<file path="src/rtl/core/gsa_gen_table.sv">
module gsa_gen_table #(
    parameter int SLOTS = 256,
    parameter int GW = 16,
    localparam int SW = $clog2(SLOTS)
) (
    input  logic          i_clk,
    input  logic          i_clr,
    input  logic [SW-1:0] i_clr_idx,
    input  logic          i_rd_en,
    input  logic [SW-1:0] i_rd_addr,
    input  logic          i_wr_en,
    input  logic [SW-1:0] i_wr_addr,
    input  logic [GW-1:0] i_wr_data,
    output logic [GW-1:0] o_rd_data
);

    logic [GW-1:0] r_mem [SLOTS];
    logic [GW-1:0] r_rd;

    assign o_rd_data = r_rd;

    always_ff @(posedge i_clk) begin
        if (i_clr) begin
            r_mem[i_clr_idx] <= '0;
        end else if (i_wr_en) begin
            r_mem[i_wr_addr] <= i_wr_data;
        end
        // same-edge write to the read address is bypassed
        if (i_rd_en) begin
            if (i_wr_en && (i_wr_addr == i_rd_addr)) begin
                r_rd <= i_wr_data;
            end else begin
                r_rd <= r_mem[i_rd_addr];
            end
        end
    end

endmodule
</file>
<file path="config.mk">
export PLATFORM = sky130hd
export DESIGN_NAME = gsa_gen_table
export DESIGN_NICKNAME = d
export VERILOG_FILES = /design/src/rtl/core/gsa_gen_table.sv
export SDC_FILE = /design/constraint.sdc
export NUM_CORES = 2
export LEC_CHECK = 0
export BUFFER_PORTS_ARGS = -buffer_cell sky130_fd_sc_hd__buf_2
export CAP_MARGIN = 15
export CELL_PAD_IN_SITES_DETAIL_PLACEMENT = 1
export CELL_PAD_IN_SITES_GLOBAL_PLACEMENT = 2
export CORE_MARGIN = 5
export CORE_UTILIZATION = 25
export CTS_BUF_LIST = sky130_fd_sc_hd__clkbuf_16
export DETAILED_ROUTE_END_ITERATION = 8
export PLACE_DENSITY_LB_ADDON = 0.05
export SLEW_MARGIN = 0
export SYNTH_ARGS = -nofsm -noshare
export SYNTH_HDL_FRONTEND = slang
export SYNTH_SLANG_ARGS = --single-unit
</file>
<file path="constraint.sdc">
create_clock -name i_clk -period 9.3 [get_ports i_clk]
set_input_delay 1.395 -clock i_clk [delete_from_list [all_inputs] [get_ports i_clk]]
set_output_delay 1.395 -clock i_clk [all_outputs]
set_load 0.005 [all_outputs]
</file>
After elaboration in Yosys (flattened, before gate mapping). Memories as Yosys holds them, arrays and structs flattened. Cells that the tools add are included. W data, S select, Z words.

Bits in writable memories: 4096. Memories kept: 1. Word-level logic and storage cells: 14. Bits of input ports: 44. Register bits after elaboration: 16.

Memory list: r_mem (depth 256, bits a word 16, rd ports 1, clocked after memory_dff 0, write ports 1, RTL line 17) `logic [GW-1:0] r_mem [SLOTS];`.

Mux-type cells: 9. Reductions and logical operators: 2. Equality and inequality tests: 1.

Operator list (count): $mux W16 (2); $reduce_or A16 Y1 (1); $eq A8 B8 Y1 (1); $mux W8 (1); $mux W1 (6); $logic_and A1 B1 Y1 (1).

Depth between registers and ports, before layout.
Word-level depth: 5. Depth in mapped cells: 13. Mapped depth without buffers: 7.

Worst setup path after synthesis. Ideal clock, no wire load.

Path kind: in2reg. Start: input i_clr. End: memory r_mem[0][14] (data pin). Required time: 7910 ps. Stages on the path: 3. Buffers on the path: 0. Path slack: 455 ps. Library setup time: 1390 ps. Arrival time: 7455 ps. Path through: inv_1 nand2_1 nor2_1.

Cells in the longest elaborated chain, start to end: 4.

RTL lines: start: declaration (RTL line 7) `input logic i_clr,`; $mux W1 (RTL line 23) `if (i_clr) begin`; $mux W1 (not written as such) (RTL line 26) `r_mem[i_wr_addr] <= i_wr_data;`; $reduce_or A16 Y1 (no source line); $mux W16 (no source line); end: declaration (RTL line 17).

No other way between the ends.

Worst setup path in the final report.
Start: input i_rd_addr[0]. End: register r_rd[11], in the netlist o_rd_data[11] (data pin).

Cells in the longest elaborated chain, start to end: 3. Elaborated cells between the ends (all ways): 4. Classes of those cells: eq/ne: 1; mux: 1; reduce/logical: 1; memory: 1.

RTL lines: start: declaration (RTL line 10) `input logic [SW-1:0] i_rd_addr,`; branches (longest 2 deep; another with $mem_v2 Z256 W16); $mux W16 * (RTL line 30) `if (i_wr_en && (i_wr_addr == i_rd_addr)) begin`; end signal: assignment (RTL line 31) `r_rd <= i_wr_data;`; end signal: assignment (RTL line 33) `r_rd <= r_mem[i_rd_addr];`; end: declaration (RTL line 18) `logic [GW-1:0] r_rd;`.

Mark *: on every way between the ends. A chain may end at the register's enable or synchronous reset.

==> impl_metrics.ini <==
[clock_tree]
cts_tree = done
post_cts_resized = 0
cts.sinks = 4112
h-tree-depth = 6
cts_setup_buffers = 0
worstSkewPairLatency_ns = 1.08
path_clk_slew_ns = 0.06
cts_buffer_depth = 4
cts_made_buffers = 520
holdBufCountCts = 0
cts-root-buf = clkbuf_16

[global_routing]
antenna_found_initial = 69
grt_remaining_overflow = 0
grt_max_degree = 145
first_global_vias = 84700
grt_pass1_wl_um = 775000
grt_usage_pct = 17.4

[setup_path]
worst_setup_path_start_kind = input pin
timing.rr.end = o_rd_data[12]$_DFFE_PP_
crit_path_end = o_rd_data[11]$_DFFE_PP_
cp_top_family = compound AO/OA/AOI/OAI gates
startpoint = i_rd_addr[0]
regToRegSetupSlack_ns = 5.04
rr_worst_depth = 7
crit_path_max_incr_delay_ns = 1.05
arrival_ns = 6.72
critPathSlowestCell = a22oi_1
critical_path_class = in2reg
worst-path-buf-inv = 3
worst_ep_required_time_ns = 10.12
worstSetupPathDepth = 10
cp_cell_sequence = buf_12, buf_12, buf_4, mux4_2, a22oi_1, nand2_1, a22oi_1, o2111ai_1, a221oi_1, nor2_1
timing.rr.start = r_mem[55][12]$_DFFE_PP_
crit_fanout = 55
end_kind = flop

[synth]
synth_top_cells_by_area = edfxtp_1, mux4_2, mux2i_1, a22oi_1, nor2_1
yosys_warnings = 0
synth-edff-count = 4112
synth.cell_area_sq_um = 158000
syn-num-nets = 7565
yosysSeqAreaShare_pct = 78.3
synthFlopType = edfxtp_1
synth.top_cells.by_count = edfxtp_1, mux4_2, mux2i_1
ys_async_sr_fraction_pct = 0
synth_top_area_share_pct = 78.3
synth_most_common_cell = edfxtp_1
synth_top_cell_by_area = edfxtp_1
yosysUniqueCellTypes = 49
syn_area_per_cell_sq_um = 21.0
ys_ff_latch = 4112
syn_inst = 7521

[route]
post_drt_via_cell_ratio = 4.72
firstDrtPassIters = 7
drt-initial-drc-count = 6503
drc_errors = 0
postRouteAntennaNets = 0
num_vias = 79600
wl_um = 576000
wl_per_cell_um = 34.2

[timing]
rsz0062_at_grt = false
finalHoldViolations = 0
timing.final.ws_setup_ns = 3.40
hold_ws_ns = 0.724
worstMarginPinSlew_ns = 1.40
drv_slew = 0
relSlewSlack_pct = 6.54
tns_ns = 0
fmax_ghz = 0.169
skew_ns = 0.0602
setup_violations = 0
timing.final.crit_period_ns = 5.90
min_period_over_period_pct = 63.4

[final_layout]
fillCellCount = 63100
synthToLayoutAreaGrowth_pct = 18.7
layout.cells.non_filler = 16900
final_nets = 8135
fin_area_sq_um = 187000
layout-drive-gt1-share_pct = 27.2

[floorplan]
die_h_um = 804
die_w_um = 804
pin_count = 60
core_sq_um = 628000
initial_utilization_pct = 25.1
die_area_sq_um = 647000
rows = 291

[pwr]
p_leak_nw = 50.7
power.density_nw_per_um2 = 221
ir_worst_vdd_v = 0.000172

[run_status]
outcome = complete, no violations

[placed_design]
dp.cells = 15900
dpl-instance-area_sq_um = 171000
place_ws_ns = 2.12
io_buffer_count = 59
gp_congestion = 0.742
dp_hpwl_um = 349000

[hold_path]
hold_class = in2reg

[run]
maxCapViolations = 0
==> state kept, by name, summed over array words and instances (netlist names) <==
name,count
r_mem,4096
o_rd_data,16
==> metal layers <==
| layer | GRT usage [%] | wire length, um | up-vias |
|---|---|---|---|
| li1 | - | - | 32800 |
| met1 | 25.0 | 273000 | 44500 |
| met2 | 28.2 | 270000 | 1658 |
| met3 | 2.41 | 21700 | 586 |
| met4 | 3.23 | 10800 | 4 |
| met5 | 0 | 27 | - |
==> worst min path at each step <==
stage,startpoint,endpoint,slack [ns],depth (start not counted)
global placement,r_mem[170][3]$_DFFE_PP_,o_rd_data[3]$_DFFE_PP_,1.14,7
global route,i_wr_data[12],o_rd_data[12]$_DFFE_PP_,0.68,3
finish,i_wr_data[12],o_rd_data[12]$_DFFE_PP_,0.72,3
CTS,i_wr_data[12],o_rd_data[12]$_DFFE_PP_,0.59,3
detailed placement,r_mem[171][3]$_DFFE_PP_,o_rd_data[3]$_DFFE_PP_,1.16,7
floorplan,r_mem[234][0]$_DFFE_PP_,o_rd_data[0]$_DFFE_PP_,0.98,7
==> cells by family after synthesis <==
group,synth area share (%)
mux,14.4
xor+xnor,0.0444
compound gates,3.45
simple gates,2.45
flops,78.3
buf+inv,1.33
==> cells in the final DEF, fill, tap and decap left out, types with 55 or more instances in the layout <==
master / n
a21oi_1: 97
o221ai_1: 70
nor2_1: 209
mux2_2: 123
o22ai_1: 184
mux2i_1: 390
nand2_1: 175
buf_2: 55
edfxtp_1: 4112
clkinv_1: 113
nor2_2: 92
clkbuf_16: 530
nor2_4: 72
clkinv_2: 68
mux4_2: 777
buf_4: 404
inv_1: 119
a22oi_1: 270
nor3_1: 166
a211oi_1: 62
==> final cells by class <==
cell class | instances | area (sq um) | share of cell area [%]
multi-input combinational | 2947 | 33200 | 17.7
tap | 8350 | 10400 | 5.58
timing repair buffer | 505 | 4220 | 2.25
antenna | 40 | 100 | 0.0534
sequential | 4112 | 123000 | 65.9
inverter | 5 | 21.3 | 0.0114
clock inverter | 373 | 2640 | 1.41
clock buffer | 530 | 13300 | 7.08
==> where the power goes <==
| group | internal (W) | switching (W) | leakage, nW | total, W |
|---|---|---|---|---|
| clock | 0.0110 | 0.00804 | 8.24 | 0.0190 |
| combinational | 0.000514 | 0.00139 | 12.2 | 0.00190 |
| sequential | 0.0204 | 0.0000342 | 30.3 | 0.0204 |
==> metrics by stage <==
step | power [W] | util [%]
floorplan | 0.0218 | -
global placement | 0.0228 | 27.2
detailed placement | 0.0228 | 27.3
CTS | 0.0421 | 29.8
global route | 0.0429 | 29.8
finish | 0.0414 | 29.8
==> worst min-delay path: cells and delay by family <==
family	cells	cell delay [ns]
simple gates	2	0.14
buf+inv	1	0.15
(Power assumes the default switching activity.)
